==> config.mk <==
export PLATFORM = sky130hd
export DESIGN_NAME = qci_cell
export DESIGN_NICKNAME = d
export VERILOG_FILES = /design/src/rtl/quorum_commit_index_assert.svh /design/src/rtl/qci_pkg.sv /design/src/rtl/qci_cell.sv
export SDC_FILE = /design/constraint.sdc
export NUM_CORES = 1
export LEC_CHECK = 0
export BUFFER_PORTS_ARGS = -buffer_cell sky130_fd_sc_hd__buf_2
export CAP_MARGIN = 20
export CORE_AREA = 3 3 154 156
export DETAILED_ROUTE_END_ITERATION = 8
export DIE_AREA = 0 0 157 159
export GPL_TIMING_DRIVEN = 0
export PLACE_DENSITY = 0.75
export SLEW_MARGIN = 10
export SYNTH_ARGS = -nofsm -noshare
export SYNTH_HDL_FRONTEND = slang
export SYNTH_SLANG_ARGS = --single-unit
==> constraint.sdc <==
create_clock -name clk -period 5.3 [get_ports clk]
set_input_delay 0.53 -clock clk [delete_from_list [all_inputs] [get_ports clk]]
set_output_delay 0.53 -clock clk [all_outputs]
set_load 0.005 [all_outputs]
==> src/rtl/quorum_commit_index_assert.svh <==
// Assertion macros for the quorum commit index block.
`ifndef QUORUM_COMMIT_INDEX_ASSERT_SVH
`define QUORUM_COMMIT_INDEX_ASSERT_SVH
`ifndef SYNTHESIS
`define QCI_ASSERT(label, clk, rst_n, prop) \
    label: assert property (@(posedge clk) disable iff (!rst_n) prop) \
        else $error("quorum commit index check failed");
`define QCI_ASSERT_NEXT(label, clk, rst_n, cond, result) \
    label: assert property (@(posedge clk) disable iff (!rst_n) (cond) |=> (result)) \
        else $error("quorum commit index sequence check failed");
`else
`define QCI_ASSERT(label, clk, rst_n, prop)
`define QCI_ASSERT_NEXT(label, clk, rst_n, cond, result)
`endif
`endif

==> src/rtl/qci_pkg.sv <==
// Shared constants, codes and control types of the quorum commit index block.
`default_nettype none
package qci_pkg;

    localparam int MAX_PARTICIPANTS_DEF = 16;
    localparam int INDEX_BITS_DEF = 32;

    // Width used for comparisons between counts, ranks and the write concern.
    localparam int CMP_W = 8;

    localparam int FL_ALLOWED = 0;
    localparam int FL_SNAP = 1;
    localparam int FL_FORCED = 2;

    localparam logic [2:0] FAIL_NONE = 3'd0;
    localparam logic [2:0] FAIL_FEW_PARTS = 3'd1;
    localparam logic [2:0] FAIL_FORCED = 3'd2;
    localparam logic [2:0] FAIL_SHORT = 3'd3;
    localparam logic [2:0] FAIL_NON_ELIG = 3'd4;

    localparam logic [2:0] EX_NONE = 3'd0;
    localparam logic [2:0] EX_NOT_ALLOWED = 3'd1;
    localparam logic [2:0] EX_WRONG_TERM = 3'd2;
    localparam logic [2:0] EX_NO_SNAP = 3'd3;
    localparam logic [2:0] EX_BEHIND = 3'd4;

    typedef struct packed {
        logic wr;
        logic init;
        logic rank;
        logic shift;
    } qci_ctl_t;

endpackage
`default_nettype wire

==> src/rtl/qci_cell.sv <==
// One cell of the participant ring: a stored participant and a circulating token.
`default_nettype none
module qci_cell
    import qci_pkg::*;
#(
    parameter int MAXP = MAX_PARTICIPANTS_DEF,
    parameter int IB = INDEX_BITS_DEF,
    parameter int K = 0
) (
    input  wire logic                                 clk,
    input  wire qci_ctl_t                             ctl,
    input  wire logic [((MAXP > 1) ? $clog2(MAXP) : 1)-1:0] wr_addr,
    input  wire logic [$clog2(MAXP + 1)-1:0]          run_n,
    input  wire logic [31:0]                          lterm,
    input  wire logic [7:0]                           w_id,
    input  wire logic [31:0]                          w_term,
    input  wire logic [IB-1:0]                        w_idx,
    input  wire logic [IB-1:0]                        w_sync,
    input  wire logic [2:0]                           w_flags,
    input  wire logic [7:0]                           tin_id,
    input  wire logic [31:0]                          tin_term,
    input  wire logic [IB-1:0]                        tin_idx,
    input  wire logic [IB-1:0]                        tin_sync,
    input  wire logic [2:0]                           tin_flags,
    input  wire logic [((MAXP > 1) ? $clog2(MAXP) : 1)-1:0] tin_pos,
    input  wire logic                                 tin_valid,
    input  wire logic [$clog2(MAXP + 1)-1:0]          tin_ri,
    input  wire logic [$clog2(MAXP + 1)-1:0]          tin_rs,
    output logic [7:0]                                tout_id,
    output logic [31:0]                               tout_term,
    output logic [IB-1:0]                             tout_idx,
    output logic [IB-1:0]                             tout_sync,
    output logic [2:0]                                tout_flags,
    output logic [((MAXP > 1) ? $clog2(MAXP) : 1)-1:0] tout_pos,
    output logic                                      tout_valid,
    output logic [$clog2(MAXP + 1)-1:0]               tout_ri,
    output logic [$clog2(MAXP + 1)-1:0]               tout_rs
);

    localparam int PW = (MAXP > 1) ? $clog2(MAXP) : 1;
    localparam int RW = $clog2(MAXP + 1);

    logic [7:0]    s_id_reg;
    logic [31:0]   s_term_reg;
    logic [IB-1:0] s_idx_reg;
    logic [IB-1:0] s_sync_reg;
    logic [2:0]    s_flags_reg;

    logic [7:0]    t_id_reg;
    logic [31:0]   t_term_reg;
    logic [IB-1:0] t_idx_reg;
    logic [IB-1:0] t_sync_reg;
    logic [2:0]    t_flags_reg;
    logic [PW-1:0] t_pos_reg;
    logic          t_valid_reg;
    logic [RW-1:0] t_ri_reg;
    logic [RW-1:0] t_rs_reg;

    logic          wr_hit;
    logic          s_valid;
    logic          s_elig;
    logic          inc_ri;
    logic          inc_rs;

    assign wr_hit = ctl.wr && (wr_addr == PW'(K));
    assign s_valid = RW'(K) < run_n;
    assign s_elig = s_valid && s_flags_reg[FL_ALLOWED] && s_flags_reg[FL_SNAP]
                    && (s_term_reg == lterm);

    // The stored participant outranks the visiting token when its key is larger,
    // or equal with an earlier load position.
    assign inc_ri = ctl.rank && s_elig && ((s_idx_reg > t_idx_reg) ||
                    ((s_idx_reg == t_idx_reg) && (PW'(K) < t_pos_reg)));
    assign inc_rs = ctl.rank && s_elig && ((s_sync_reg > t_sync_reg) ||
                    ((s_sync_reg == t_sync_reg) && (PW'(K) < t_pos_reg)));

    always_ff @(posedge clk)
    begin
        if (wr_hit)
        begin
            s_id_reg <= w_id;
            s_term_reg <= w_term;
            s_idx_reg <= w_idx;
            s_sync_reg <= w_sync;
            s_flags_reg <= w_flags;
        end
    end

    always_ff @(posedge clk)
    begin
        if (ctl.init)
        begin
            t_id_reg <= wr_hit ? w_id : s_id_reg;
            t_term_reg <= wr_hit ? w_term : s_term_reg;
            t_idx_reg <= wr_hit ? w_idx : s_idx_reg;
            t_sync_reg <= wr_hit ? w_sync : s_sync_reg;
            t_flags_reg <= wr_hit ? w_flags : s_flags_reg;
            t_pos_reg <= PW'(K);
            t_valid_reg <= s_valid;
            t_ri_reg <= '0;
            t_rs_reg <= '0;
        end
        else if (ctl.shift)
        begin
            t_id_reg <= tin_id;
            t_term_reg <= tin_term;
            t_idx_reg <= tin_idx;
            t_sync_reg <= tin_sync;
            t_flags_reg <= tin_flags;
            t_pos_reg <= tin_pos;
            t_valid_reg <= tin_valid;
            t_ri_reg <= tin_ri;
            t_rs_reg <= tin_rs;
        end
    end

    assign tout_id = t_id_reg;
    assign tout_term = t_term_reg;
    assign tout_idx = t_idx_reg;
    assign tout_sync = t_sync_reg;
    assign tout_flags = t_flags_reg;
    assign tout_pos = t_pos_reg;
    assign tout_valid = t_valid_reg;
    assign tout_ri = t_ri_reg + RW'(inc_ri);
    assign tout_rs = t_rs_reg + RW'(inc_rs);

endmodule
`default_nettype wire
== Yosys cells after proc, flatten, opt, wreduce, memory -nomap -nowiden ==
Cells that the tools add are included.
Cells by class
  add/subtract/negate cells: 2
  $lt $le $gt $ge: 4
  equal/unequal tests: 3
  multiplexer cells: 17
  reduce and logical (&&, ||, !) cells: 13
Operators with widths (count)
  two-way mux 32 bit: 9
  equality test 32 bit: 3
  > comparator 32 bit: 2
  two-way mux 8 bit: 3
  adder 5 x 1 -> 5 bit: 2
  logical AND 1 bit: 9
  two-way mux 3 bit: 3
  less-than comparator 1 x 5 -> 1 bit (first input constant): 1
  logical NOT 4 bit: 1
  less-than comparator 1 x 4 -> 1 bit (first input constant): 1
  logical OR 1 bit: 2
  two-way mux 1 bit: 2
  nonzero test 2 bit: 1
Word-level totals
  flip-flop bits (word level): 229
  input port bits: 275
  output and inout port bits: 122
  logic and storage cells: 53

== Logic depth before layout (Yosys ltp) ==
Gate-level depths: netlist (run 1).
  depth in word-level cells: 7
  gate-level depth with buffers: 12
  mapped depth without buffers: 12

== Worst setup path after synthesis (run 1) ==
OpenSTA, ideal clock, no wires.
  path kind: in2reg
  from: in ctl[2] in the netlist's numbering
  to: reg t_flags_reg[0], in the netlist tout_flags[0] (enable)
  setup time: 0.421 ns
  arrival: 2.742 ns
  data required time: 4.879 ns
  slack: 2.138 ns
  stages: 4
  path buffers: 3
  cell sequence: clkbuf_1 clkbuf_1 clkbuf_1 or2_2
On the way
  longest elaborated chain between the ends: 1
RTL lines
  start: declaration: line qci_cell.sv:11  | input wire qci_ctl_t ctl,
  nonzero test 2 bit (no line)
  end signal: assignment: line qci_cell.sv:97  | t_flags_reg <= wr_hit ? w_flags : s_flags_reg;
  end signal: assignment: line qci_cell.sv:109  | t_flags_reg <= tin_flags;
  end: declaration: line qci_cell.sv:53  | logic [2:0] t_flags_reg;
No other way between the ends.
A chain may end at the register's enable or synchronous reset.

== Final worst setup path (run 1) ==
  from: reg s_term_reg[18]
  to: out tout_rs[4]
On the way
  longest elaborated chain between the ends: 5
RTL lines
  start: declaration: line qci_cell.sv:44  | logic [31:0] s_term_reg;
  start signal: assignment: line qci_cell.sv:82  | s_term_reg <= w_term;
  equality test 32 bit: line qci_cell.sv:68  | && (s_term_reg == lterm);
  logical AND 1 bit: line qci_cell.sv:68
  logical AND 1 bit (2 in a row): line qci_cell.sv:74  | assign inc_rs = ctl.rank && s_elig && ((s_sync_reg > t_sync_reg) ||
  adder 5 x 1 -> 5 bit: line qci_cell.sv:125  | assign tout_rs = t_rs_reg + RW'(inc_rs);
  end: declaration: line qci_cell.sv:37  | output logic [$clog2(MAXP + 1)-1:0] tout_rs
No other way between the ends.

==> results of run 1 <==
placed cells by master (no fill, tap or decap), drive strengths merged, types with 2 or more instances in the layout:
master / synthesis / layout
o221a: 2 / 2
and4: 8 / 8
o2111ai: 2 / 2
ha: 68 / 68
a221oi: 3 / 3
xnor2: 20 / 20
mux2: 212 / 212
mux2i: 14 / 14
clkbuf: 15 / 55
xor2: 18 / 18
nor4: 7 / 7
a21oi: 22 / 22
bufinv: 0 / 2
buf: 13 / 409
a21o: 6 / 6
nand2: 17 / 17
or4: 3 / 3
nand3: 13 / 13
and2: 3 / 3
clkinv: 0 / 3
o21ai: 7 / 7
nand4: 12 / 12
diode: 0 / 5
nor2: 19 / 19
a221o: 3 / 3
dfxtp: 121 / 121
inv: 66 / 67
edfxtp: 108 / 108
power by group:
part           total (mW)  switching (mW)  internal (mW)
clock network        1.74           0.688           1.05
logic                1.14           0.518          0.619
registers            2.38           0.162           2.22
layout make-up:
class	count	share of cell area (%)
diodes	5	0.0907
inverters	66	1.80
clock inverters	6	0.608
well taps	285	2.59
repair buffers	396	14.7
flip-flops and latches	229	41.1
multi-input cells	468	32.9
clock buffers	40	5.38
plain buffers	28	0.871
critical path: stages, from the launching register on:
cell and delay, ns:
sky130_fd_sc_hd__dfxtp_1 0.32, sky130_fd_sc_hd__xor2_1 0.16, sky130_fd_sc_hd__nor4_2 0.37, sky130_fd_sc_hd__nand4_1 0.13, sky130_fd_sc_hd__or4_1 0.43, sky130_fd_sc_hd__nor4_2 0.65, sky130_fd_sc_hd__o221a_1 0.30, sky130_fd_sc_hd__ha_1 0.16
sky130_fd_sc_hd__ha_1 0.19, sky130_fd_sc_hd__nand3_1 0.12, sky130_fd_sc_hd__xnor2_1 0.17, sky130_fd_sc_hd__buf_2 0.16
per-layer routing:
layer | wire length [um] | GRT usage (%) | part of all wire, % | vias up
li1 | - | - | - | 3740
met1 | 10700 | 24.4 | 37 | 3637
met2 | 15300 | 41.9 | 52 | 295
met3 | 2550 | 6.22 | 8.7 | 39
met4 | 627 | 5.25 | 2.1 | 2
met5 | 12 | 0 | 0.041 | -
synth_stat cells, types with 4 or more instances:
library cell	count	area share, %
sky130_fd_sc_hd__a21o_1	6	0.43
sky130_fd_sc_hd__a21oi_1	22	1.0
sky130_fd_sc_hd__and4_1	8	0.66
sky130_fd_sc_hd__buf_2	12	0.57
sky130_fd_sc_hd__clkbuf_1	15	0.53
sky130_fd_sc_hd__dfxtp_1	121	23
sky130_fd_sc_hd__edfxtp_1	108	31
sky130_fd_sc_hd__ha_1	68	8.1
sky130_fd_sc_hd__inv_1	66	2.3
sky130_fd_sc_hd__mux2_1	15	1.6
sky130_fd_sc_hd__mux2_2	197	21
sky130_fd_sc_hd__mux2i_1	14	1.3
sky130_fd_sc_hd__nand2_1	17	0.60
sky130_fd_sc_hd__nand3_1	13	0.62
sky130_fd_sc_hd__nand4_1	11	0.65
sky130_fd_sc_hd__nor2_1	19	0.67
sky130_fd_sc_hd__nor4_2	4	0.47
sky130_fd_sc_hd__o21ai_0	4	0.19
sky130_fd_sc_hd__xnor2_1	20	1.7
sky130_fd_sc_hd__xor2_1	18	1.5
cells by family after synthesis:
logic type,Yosys count
AND/OR/NAND/NOR,86
AO/OA/AOI/OAI,50
flip-flops,229
multiplexers,226
buffers and inverters,94
XOR/XNOR,38
adder cells (fa/ha/maj),68
per-stage QoR:
stage | utilization (%) | hold WS, ns
2_1_floorplan | - | 0.428
3_3_place_gp | 57.3 | 0.436
3_5_place_dp | 57.6 | 0.445
4_1_cts | 61.2 | 0.214
5_1_grt | 61.3 | 0.227
6_report | 61.3 | 0.235
how the worst max path moves through the flow:
stage                      startpoint                 endpoint  slack, ns  cells after the start
3_5_place_dp                lterm[18]               tout_rs[4]       1.23                     12
6_report       s_term_reg[18]$_DFF_P_               tout_rs[4]       1.09                     11
2_1_floorplan                  ctl[2]  tout_flags[0]$_DFFE_PP_       2.14                      4
3_3_place_gp                   ctl[2]  tout_term[10]$_DFFE_PP_       0.36                      4
5_1_grt        s_term_reg[18]$_DFF_P_               tout_rs[4]       0.87                     11
4_1_cts        s_term_reg[18]$_DFF_P_               tout_rs[4]       0.99                     11
==> impl_summary.log, run 1 <==
INFO  metric final_number_of_hold_violating_endpoints = 0
INFO  metric min-delay-path-class = in -> reg
INFO  metric layout.cell_area.non_filler = ~0.014 mm^2
INFO  metric root_buffer = sky130_fd_sc_hd__clkbuf_16
INFO  metric drive_above_1_share = 52.6%
INFO  metric cts.path.max_buffers = 3
INFO  metric vertical_extent_of_the_die = between 150 and 200 um
INFO  metric setup-tns-final = 0 ns
INFO  metric regToRegStartpoint = s_term_reg[0]$_DFF_P_
INFO  metric min_delay_path_depth = 2
INFO  metric cts_made_buffers = 25
INFO  metric antenna_violations_before_repair = 5
INFO  metric clkSinkCount = between 200 and 250
INFO  metric timing.fmax = 238 MHz
INFO  metric syn_area = about 0.011 mm^2
INFO  metric period_share = ~79%
INFO  metric post_dr_vias_cell = 5.06
INFO  metric via_count = 7713
INFO  metric boundaryPins = 397
INFO  metric ys_ff_latch = 229
INFO  metric floorplan.initialDensity = 47.0%
INFO  metric asyncSetResetFlopFracSynth = 0%
INFO  metric hpwl = ~23 mm
INFO  metric tritoncts = yes
INFO  metric arrival = 3.68 ns
INFO  metric ir_worst_vdd = slightly above 300 uV
INFO  metric flow.area_growth_from_synthesis = 30.5%
INFO  metric maximum_number_of_pins_on_one_net_before_global_route_repair = 47
INFO  metric clk-insertion-delay-late = 0.51 ns
INFO  metric drtIter0Drc = just over 300
INFO  metric synthMuxAreaShare = 23.9%
INFO  metric cts.reportedPaths.clkPinSlew = 0.06 ns
INFO  metric worst-r2r-setup-slack = 4.11 ns
INFO  metric ctsHoldBuffers = 0
INFO  metric cts_post_setup_buffers_inserted = 0
INFO  metric yosysSeqAreaShare = 53.6%
INFO  metric placedInstanceArea = 0.0130 mm^2
INFO  metric timing.rr.end = tout_term[0]$_DFFE_PP_
INFO  metric horizontal_die_dimension = 157 um
INFO  metric grt_usage = 22.3%
INFO  metric synthAdderAreaFrac = 8.05%
INFO  metric yosys_warnings = 0
INFO  metric clock_tree.htree_level_count = 1
INFO  metric routed_wirelength = 29.2 mm
INFO  metric p_leak = roughly 6.4 nW
INFO  metric cts.repair.resized = 0
INFO  metric nFillCells = 1829
INFO  metric first_pass_iters = 4
INFO  metric detail_route.drc_violations = 0
INFO  metric design.die.area = 0.0250 mm^2
INFO  metric timing_worst_slew_pin_value = 0.725 ns
INFO  metric setup_violations = 0
INFO  metric final_nets = 1557
INFO  metric synth_enable_flop_cells = 108
INFO  metric multi_input_area = 0.00454 mm^2
INFO  metric grt_first_pass_wirelength = 43.2 mm
INFO  metric post_synthesis_area_per_instance = 13.4 um^2
INFO  metric top_flip_flop_cell_by_instance_count_after_synthesis = sky130_fd_sc_hd__dfxtp_1
INFO  metric floorplan.rows = 55
INFO  metric synth-simple-area-share = 4.68%
INFO  metric timing.setup.critical_path_class = reg -> out
INFO  metric grt_setup_unrepaired = false
INFO  metric wire_per_inst = 19.2 um
INFO  metric ff2ff_path_depth = 2
INFO  metric slew_headroom = 51.6%
INFO  metric place_inst = 1472
INFO  metric ff_latch_area = 0.00567 mm^2
INFO  metric final_cell_count_no_fill = 1523
INFO  metric drv.max_cap_violation_count = 0
INFO  metric via_count_of_the_first_global_routing_pass = around 8100
INFO  metric finalClockSkew = 0.00903 ns
INFO  metric postSynthCellCount = 791
INFO  metric global_route.overflow_total = 0
INFO  metric port_buffers = 394
INFO  metric cp-start-kind = register
INFO  metric compound_gate_fraction_of_synth_area = 3.11%
INFO  metric worstHoldStart = w_term[3]
INFO  metric placement.setup.worst_slack = 1.23 ns
INFO  metric post-layout-total-power = around 5.3 mW
INFO  metric final_antenna_net_count = 0
INFO  metric layout_min_cycle_time = around 4.2 ns
INFO  metric timing_max_transition_violations_final = 0
INFO  metric timing.final.ws_setup = 1.09 ns
INFO  metric core_area = 0.0225 mm^2
INFO  metric worst_ep_required_time = 4.77 ns
INFO  metric netlist-cell-type-count = 40
INFO  metric power_density = 382 mW/mm^2
INFO  metric worstPathMaxFanout = 2
INFO  metric combinational_family_with_the_most_area_after_synthesis = multiplexers
INFO  metric gp_congestion = 0.848
INFO  metric syn-num-nets = 1134
INFO  metric hold_endpoint = s_term_reg[3]$_DFF_P_
INFO  metric synth_xor_area_share = 3.15%
INFO  metric worstSetupEndpointType = primary output
INFO  metric run_status = complete, no violations
No activity file was read; power rests on OpenSTA's default activity.
==> inputs of run 2 (changes only) <==
==> constraint.sdc (replaced) <==
create_clock -name clk -period 4.3 [get_ports clk]
set_input_delay 0.43 -clock clk [delete_from_list [all_inputs] [get_ports clk]]
set_output_delay 0.43 -clock clk [all_outputs]
set_load 0.005 [all_outputs]
==> impl_summary.log, run 2 (same netlist as run 1, synthesis figures left out) <==
INFO  metric worst_ep_required_time = 3.87 ns (-0.90 ns)
INFO  metric floorplan.initialDensity = 47.0% (unchanged)
INFO  metric routed_wirelength = 29.2 mm (+0.13%)
INFO  metric period_share = 91.4%
INFO  metric post-layout-total-power = 6.49 mW (+23%)
INFO  metric core_area = 0.0225 mm^2 (unchanged)
INFO  metric placedInstanceArea = 0.0130 mm^2 (unchanged)
INFO  metric maximum_number_of_pins_on_one_net_before_global_route_repair = 47 (unchanged)
INFO  metric port_buffers = 394 (unchanged)
INFO  metric drv.max_cap_violation_count = 0 (unchanged)
INFO  metric timing.critical_path.mode_cell = sky130_fd_sc_hd__ha_1
INFO  metric path_depth = 11 (unchanged)
INFO  metric critPathTopFamily = simple AND/OR/NAND/NOR gates
INFO  metric share_seq_of_total_power = 45.3% (about the same)
INFO  metric arrival = 3.50 ns (-0.18 ns)
INFO  metric cp-start-kind = register
INFO  metric clock_tree.htree_level_count = 1 (unchanged)
INFO  metric worstSetupEndpointType = primary output
INFO  metric timing_max_transition_violations_final = 0 (unchanged)
INFO  metric clkSinkCount = 229 (unchanged)
INFO  metric internal_power = 4.80 mW (+23%)
INFO  metric cts.reportedPaths.clkPinSlew = 0.06 ns (about the same)
INFO  metric p_leak = 6.46 nW (+0.20%)
INFO  metric root_buffer = sky130_fd_sc_hd__clkbuf_16
INFO  metric layout_min_cycle_time = ~3.9 ns
INFO  metric min_delay_path_depth = 2 (unchanged)
INFO  metric timing.final.ws_setup = 0.369 ns (-0.725 ns)
INFO  metric drtIter0Drc = 287 (-7.1%)
INFO  metric timing.fmax = 254 MHz
INFO  metric global_route.overflow_total = 0 (unchanged)
INFO  metric worstPathCellList = xor2_1 -> nor4_2 -> nand4_1 -> or4_1 -> nor4_4 -> o221a_1 -> ha_1 -> ha_1 -> nand3_1 -> xnor2_1 -> buf_2
INFO  metric place_inst = 1472 (unchanged)
INFO  metric met3WireLength = 2.59 mm (+1.7%)
INFO  metric cp_max_stage_delay = 0.47 ns (-0.18 ns)
INFO  metric power.clock.fraction = 33.1% (about the same)
INFO  metric grt_first_pass_wirelength = 43.2 mm (unchanged)
INFO  metric via_count = 7714 (+0.013%)
INFO  metric final_cell_count_no_fill = 1523 (unchanged)
INFO  metric first_pass_iters = 4 (unchanged)
INFO  metric finalClockSkew = 0.00939 ns (+0.000359 ns)
INFO  metric horizontal_die_dimension = 157 um (unchanged)
INFO  metric ir_worst_vdd = 384 uV (+24%)
INFO  metric top_layer_used = met5
INFO  metric route.met2.wl = 15.3 mm (about the same)
INFO  metric worstPathMaxFanout = 2 (unchanged)
INFO  metric final_core_utilization = 61.3% (about the same)
INFO  metric combinationalPowerShare = 21.6% (about the same)
INFO  metric min-delay-path-class = in -> reg
INFO  metric hpwl = 23.3 mm (unchanged)
INFO  metric final_common_cell = sky130_fd_sc_hd__buf_2
INFO  metric cts_post_setup_buffers_inserted = 0 (unchanged)
INFO  metric timing.setup.critical_path_class = reg -> out
INFO  metric final_number_of_hold_violating_endpoints = 0 (unchanged)
INFO  metric cts.path.max_buffers = 3 (unchanged)
INFO  metric vertical_extent_of_the_die = 159 um (unchanged)
INFO  metric post_dr_vias_cell = 5.07 (about the same)
INFO  metric setup_violations = 0 (unchanged)
INFO  metric cts_made_buffers = 25 (unchanged)
INFO  metric power.net_switching = 1.69 mW (+24%)
INFO  metric final_antenna_net_count = 0 (unchanged)
INFO  metric power_density = 470 mW/mm^2 (+23%)
INFO  metric wire_per_inst = 19.2 um (+0.13%)
INFO  metric slew_headroom = 51.6% (-0.091 points)
INFO  metric clk-insertion-delay-late = 0.51 ns (about the same)
INFO  metric wl_met1 = 10.7 mm (about the same)
INFO  metric most-common-layout-cells = sky130_fd_sc_hd__buf_2 (406), sky130_fd_sc_hd__mux2_2 (197), sky130_fd_sc_hd__dfxtp_1 (121)
INFO  metric flow.area_growth_from_synthesis = 30.6% (about the same)
INFO  metric worstPathBufferInverterCount = 1 (unchanged)
INFO  metric drive_above_1_share = 52.6% (unchanged)
INFO  metric layout.cell_area.non_filler = 0.0138 mm^2 (about the same)
INFO  metric run_status = complete, no violations
INFO  metric antenna_violations_before_repair = 5 (unchanged)
INFO  metric critPathSlowestCell = sky130_fd_sc_hd__nor4_4
INFO  metric boundaryPins = 397 (unchanged)
INFO  metric tritoncts = yes
INFO  metric timing_worst_slew_pin_value = 0.727 ns (+0.00137 ns)
INFO  metric via_count_of_the_first_global_routing_pass = 8076 (unchanged)
INFO  metric gp_congestion = 0.848 (unchanged)
INFO  metric switching_share_of_power = 26.0% (+0.051 points)
INFO  metric floorplan.rows = 55 (unchanged)
INFO  metric grt_usage = 22.3% (unchanged)
INFO  metric grt_setup_unrepaired = false
INFO  metric ff2ff_path_depth = 2 (unchanged)
INFO  metric placement.setup.worst_slack = 0.435 ns (-0.800 ns)
INFO  metric detail_route.drc_violations = 0 (unchanged)
INFO  metric design.die.area = 0.0250 mm^2 (unchanged)
INFO  metric final_nets = 1557 (unchanged)
INFO  metric ctsHoldBuffers = 0 (unchanged)
run 2: cell types whose count changed in the layout (fill, tap and decap cells not counted):
cell                     delta
sky130_fd_sc_hd__nor4_2     -1
sky130_fd_sc_hd__nor4_4     +1
run 2: worst paths after layout:
kind	from	endpoint	slack, ns
max	s_term_reg[18]$_DFF_P_	tout_rs[4]	0.37
min	w_term[3]	s_term_reg[3]$_DFF_P_	0.13
max reg2reg	s_term_reg[0]$_DFF_P_	tout_term[0]$_DFFE_PP_	3.11
min reg2reg	s_flags_reg[2]$_DFF_P_	s_flags_reg[2]$_DFF_P_	0.46
run 2: power groups by stage:
stage                     combinational (mW)  sequential (mW)  clock [mW]
after floorplan                        0.867             2.96           0
final                                   1.40             2.94        2.15
after global placement                  1.36             2.97           0
after CTS                               1.42             2.94        2.20
after detailed placement                1.40             2.98           0
after global routing                    1.58             2.99        2.27
run 2: routing by layer:
metal	track usage, %	up-vias
li1	-	3739
met1	24.4	3632
met2	41.9	302
met3	6.22	39
met4	5.25	2
met5	0	-
run 2: stage by stage:
| stage | TNS (ns) | hold slack (ns) |
|---|---|---|
| 2_1_floorplan | 0 | 0.428 |
| 3_3_place_gp | -57.08 | 0.436 |
| 3_5_place_dp | 0 | 0.445 |
| 4_1_cts | 0 | 0.114 |
| 5_1_grt | 0 | 0.127 |
| 6_report | 0 | 0.135 |
run 2: cell type report:
type	instances	area (um^2)
clock buffer	40	742
buffer	28	120
tap	285	357
inverter	66	248
fill	1830	8700
timing repair buffer	396	2030
sequential	229	5670
multi-input combinational	468	4550
antenna	5	12.5
clock inverter	6	83.8
run 2: worst register-to-register path, cell delays in order, from the launching register on:
cell	delay, ns
sky130_fd_sc_hd__dfxtp_1	0.32
sky130_fd_sc_hd__mux2_1	0.35
sky130_fd_sc_hd__mux2_2	0.28
run 2: repair_timing:
| action | 4_1_cts | 5_1_grt |
|---|---|---|
| setup endpoints to repair | 0 | 1 |
| gates resized for setup | 0 | 1 |
| hold endpoints to repair | 0 | 0 |
==> inputs of run 3 (changes only) <==
--- a/config.mk
+++ b/config.mk
@@ -7,11 +7,12 @@
 export LEC_CHECK = 0
 export BUFFER_PORTS_ARGS = -buffer_cell sky130_fd_sc_hd__buf_2
 export CAP_MARGIN = 20
-export CORE_AREA = 3 3 154 156
+export CORE_ASPECT_RATIO = 1.5
+export CORE_MARGIN = 3
+export CORE_UTILIZATION = 45
 export DETAILED_ROUTE_END_ITERATION = 8
-export DIE_AREA = 0 0 157 159
 export GPL_TIMING_DRIVEN = 0
-export PLACE_DENSITY = 0.75
+export PLACE_DENSITY = 0.76
 export SLEW_MARGIN = 10
 export SYNTH_ARGS = -nofsm -noshare
 export SYNTH_HDL_FRONTEND = slang
==> constraint.sdc (replaced) <==
create_clock -name clk -period 3.21 [get_ports clk]
set_input_delay 0.321 -clock clk [delete_from_list [all_inputs] [get_ports clk]]
set_output_delay 0.321 -clock clk [all_outputs]
set_load 0.005 [all_outputs]
==> impl_summary.log, run 3 (same netlist as run 1, synthesis figures left out) <==
INFO  metric min_delay_path_depth = 2 (unchanged)
INFO  metric critPathSlowestCell = sky130_fd_sc_hd__edfxtp_1
INFO  metric flow.area_growth_from_synthesis = 32.7%
INFO  metric violations = negative setup slack
INFO  metric timing_worst_slew_pin_value = 0.723 ns (-0.00349 ns)
INFO  metric nFillCells = 1852 (+1.2%)
INFO  metric slew_headroom = 51.8% (+0.23 points)
INFO  metric floorplan.initialDensity = 45.8% (-1.1 points)
INFO  metric switching_share_of_power = 26.3% (+0.28 points)
INFO  metric worstPathMaxFanout = 2 (unchanged)
INFO  metric horizontal_die_dimension = 131 um (-16%)
INFO  metric power.clock.fraction = 31.1% (-2.0 points)
INFO  metric layout_min_cycle_time = around 3.4 ns
INFO  metric worstPathBufferInverterCount = 2 (+1)
INFO  metric run_status = finished with violations
INFO  metric combinationalPowerShare = 22.7% (+1.1 points)
INFO  metric clkSinkCount = 229 (unchanged)
INFO  metric cts.reportedPaths.clkPinSlew = 0.06 ns (about the same)
INFO  metric final_antenna_net_count = 0 (unchanged)
INFO  metric grt_usage = 22.0% (-0.29 points)
INFO  metric vertical_extent_of_the_die = 194 um (+22%)
INFO  metric hpwl = 22.9 mm (-1.5%)
INFO  metric worst_ep_required_time = 2.89 ns (-0.98 ns)
INFO  metric grt_first_pass_wirelength = 44.2 mm (+2.2%)
INFO  metric period_share = 106%
INFO  metric detail_route.drc_violations = 0 (unchanged)
INFO  metric via_count_of_the_first_global_routing_pass = 8459 (+4.7%)
INFO  metric clk-insertion-delay-late = 0.50 ns (about the same)
INFO  metric design.die.area = 0.0254 mm^2 (+1.7%)
INFO  metric boundaryPins = 397 (unchanged)
INFO  metric timing.final.ws_setup = -0.203 ns (-0.572 ns)
INFO  metric cp-start-kind = register
INFO  metric internal_power = 6.30 mW (+31%)
INFO  metric antenna_violations_before_repair = 11 (+6)
INFO  metric drv.max_cap_violation_count = 0 (unchanged)
INFO  metric root_buffer = sky130_fd_sc_hd__clkbuf_16
INFO  metric timing.fmax = between 200 and 300 MHz
INFO  metric timing_max_transition_violations_final = 0 (unchanged)
INFO  metric share_seq_of_total_power = 46.2% (+0.9 points)
INFO  metric tritoncts = yes
INFO  metric critPathTopFamily = compound AO/OA/AOI/OAI gates
INFO  metric power.net_switching = 2.25 mW (+33%)
INFO  metric gp_congestion = 0.813 (-4.1%)
INFO  metric drive_above_1_share = 54.6% (+2.1 points)
INFO  metric worstPathCellList = inv_1 -> ha_4 -> a21oi_1 -> o21ai_1 -> a221oi_2 -> nor2_1 -> o41a_1 -> o221a_4 -> ha_4 -> ha_4 -> nand3_4 -> xnor2_2 -> buf_2
INFO  metric global_route.overflow_total = 0 (unchanged)
INFO  metric setup_violations = 7 (+7)
INFO  metric cts_made_buffers = 23 (-8.0%)
INFO  metric min-delay-path-class = in -> reg
INFO  metric power_density = 610 mW/mm^2 (+30%)
INFO  metric core_area = 0.0231 mm^2 (+2.5%)
INFO  metric via_count = 7785 (+0.92%)
INFO  metric worst-r2r-setup-slack = 2.02 ns (-1.09 ns)
INFO  metric path_depth = 13 (+2)
INFO  metric cp_max_stage_delay = 0.39 ns (-0.08 ns)
INFO  metric placedInstanceArea = 0.0130 mm^2 (+0.29%)
INFO  metric timing.setup.critical_path_class = reg -> out
INFO  metric final_cell_count_no_fill = 1558 (+2.3%)
INFO  metric final_nets = 1559 (+0.13%)
INFO  metric final_common_cell = sky130_fd_sc_hd__buf_2
INFO  metric wire_per_inst = 18.9 um (-1.7%)
INFO  metric place_inst = 1502 (+2.0%)
INFO  metric ff2ff_path_depth = 2 (unchanged)
INFO  metric post_dr_vias_cell = 5.00 (-1.3%)
INFO  metric grt_setup_unrepaired = true
INFO  metric timing.critical_path.mode_cell = sky130_fd_sc_hd__ha_4
INFO  metric layout.cell_area.non_filler = 0.0140 mm^2 (+1.6%)
INFO  metric floorplan.rows = 68 (+24%)
INFO  metric worstSetupEndpointType = primary output
INFO  metric maximum_number_of_pins_on_one_net_before_global_route_repair = 53 (+13%)
INFO  metric clock_tree.htree_level_count = 1 (unchanged)
INFO  metric post-layout-total-power = 8.55 mW (+32%)
INFO  metric port_buffers = 394 (unchanged)
INFO  metric final_number_of_hold_violating_endpoints = 0 (unchanged)
INFO  metric routed_wirelength = 29.4 mm (+0.51%)
INFO  metric first_pass_iters = 4 (unchanged)
INFO  metric drtIter0Drc = 218 (-24%)
INFO  metric holdWs = 0.0551 ns (-0.0797 ns)
INFO  metric cts.path.max_buffers = 3 (unchanged)
INFO  metric finalClockSkew = 0.00594 ns (-0.00345 ns)
INFO  metric p_leak = 6.47 nW (+0.16%)
INFO  metric setup-tns-final = -0.887 ns (-0.887 ns)
INFO  metric arrival = 3.09 ns (-0.41 ns)
INFO  metric ir_worst_vdd = 486 uV (+26%)
INFO  metric most-common-layout-cells = sky130_fd_sc_hd__buf_2 (403), sky130_fd_sc_hd__mux2_2 (197), sky130_fd_sc_hd__dfxtp_1 (119)
run 3: timing repair:
action                     in CTS  in global routing
pin swaps                       6                  8
hold buffers                    0                  0
buffers inserted                1                  3
setup endpoints to repair      10                 10
resized for setup              17                 21
run 3: metal layers:
layer / global-route usage, % / wire [um] / vias up
li1: - / - / 3739
met2: 43.0 / 16100 / 308
met3: 5.27 / 1970 / 83
met5: 0 / 0 / -
met1: 21.4 / 9880 / 3655
met4: 10.2 / 1420 / 0
run 3: cell type report:
cell class / count / area, um^2 / share of cell area [%]
Tap cell: 315 / 394 / 2.81
Multi-Input combinational cell: 468 / 4750 / 33.9
Clock buffer: 36 / 664 / 4.74
Inverter: 66 / 248 / 1.77
Sequential cell: 229 / 5670 / 40.4
Antenna cell: 11 / 27.5 / 0.196
Clock inverter: 5 / 73.8 / 0.527
Timing Repair Buffer: 400 / 2080 / 14.8
Buffer: 28 / 120 / 0.857
run 3: worst paths after layout:
kind,end,start
setup / recovery,tout_ri[4],tout_idx[5]$_DFFE_PP_
hold / removal,s_idx_reg[28]$_DFF_P_,w_idx[28]
setup reg to reg,tout_term[0]$_DFFE_PP_,s_term_reg[0]$_DFF_P_
hold reg to reg,s_id_reg[7]$_DFF_P_,s_id_reg[7]$_DFF_P_
run 3: power by group through the flow:
stage          Combinational, mW  Sequential, mW  Clock (mW)
2_1_floorplan               1.16            3.96           0
3_3_place_gp                1.80            3.98           0
3_5_place_dp                1.87            4.00           0
4_1_cts                     1.90            3.95        2.73
5_1_grt                     2.17            4.02        2.83
6_report                    1.94            3.95        2.66
run 3: through the flow:
step	utilization [%]	setup slack [ns]
3_3_place_gp	56.1	-1.57
5_1_grt	60.8	-0.341
2_1_floorplan	-	0.257
3_5_place_dp	56.3	-0.435
6_report	60.8	-0.203
4_1_cts	60.0	-0.305
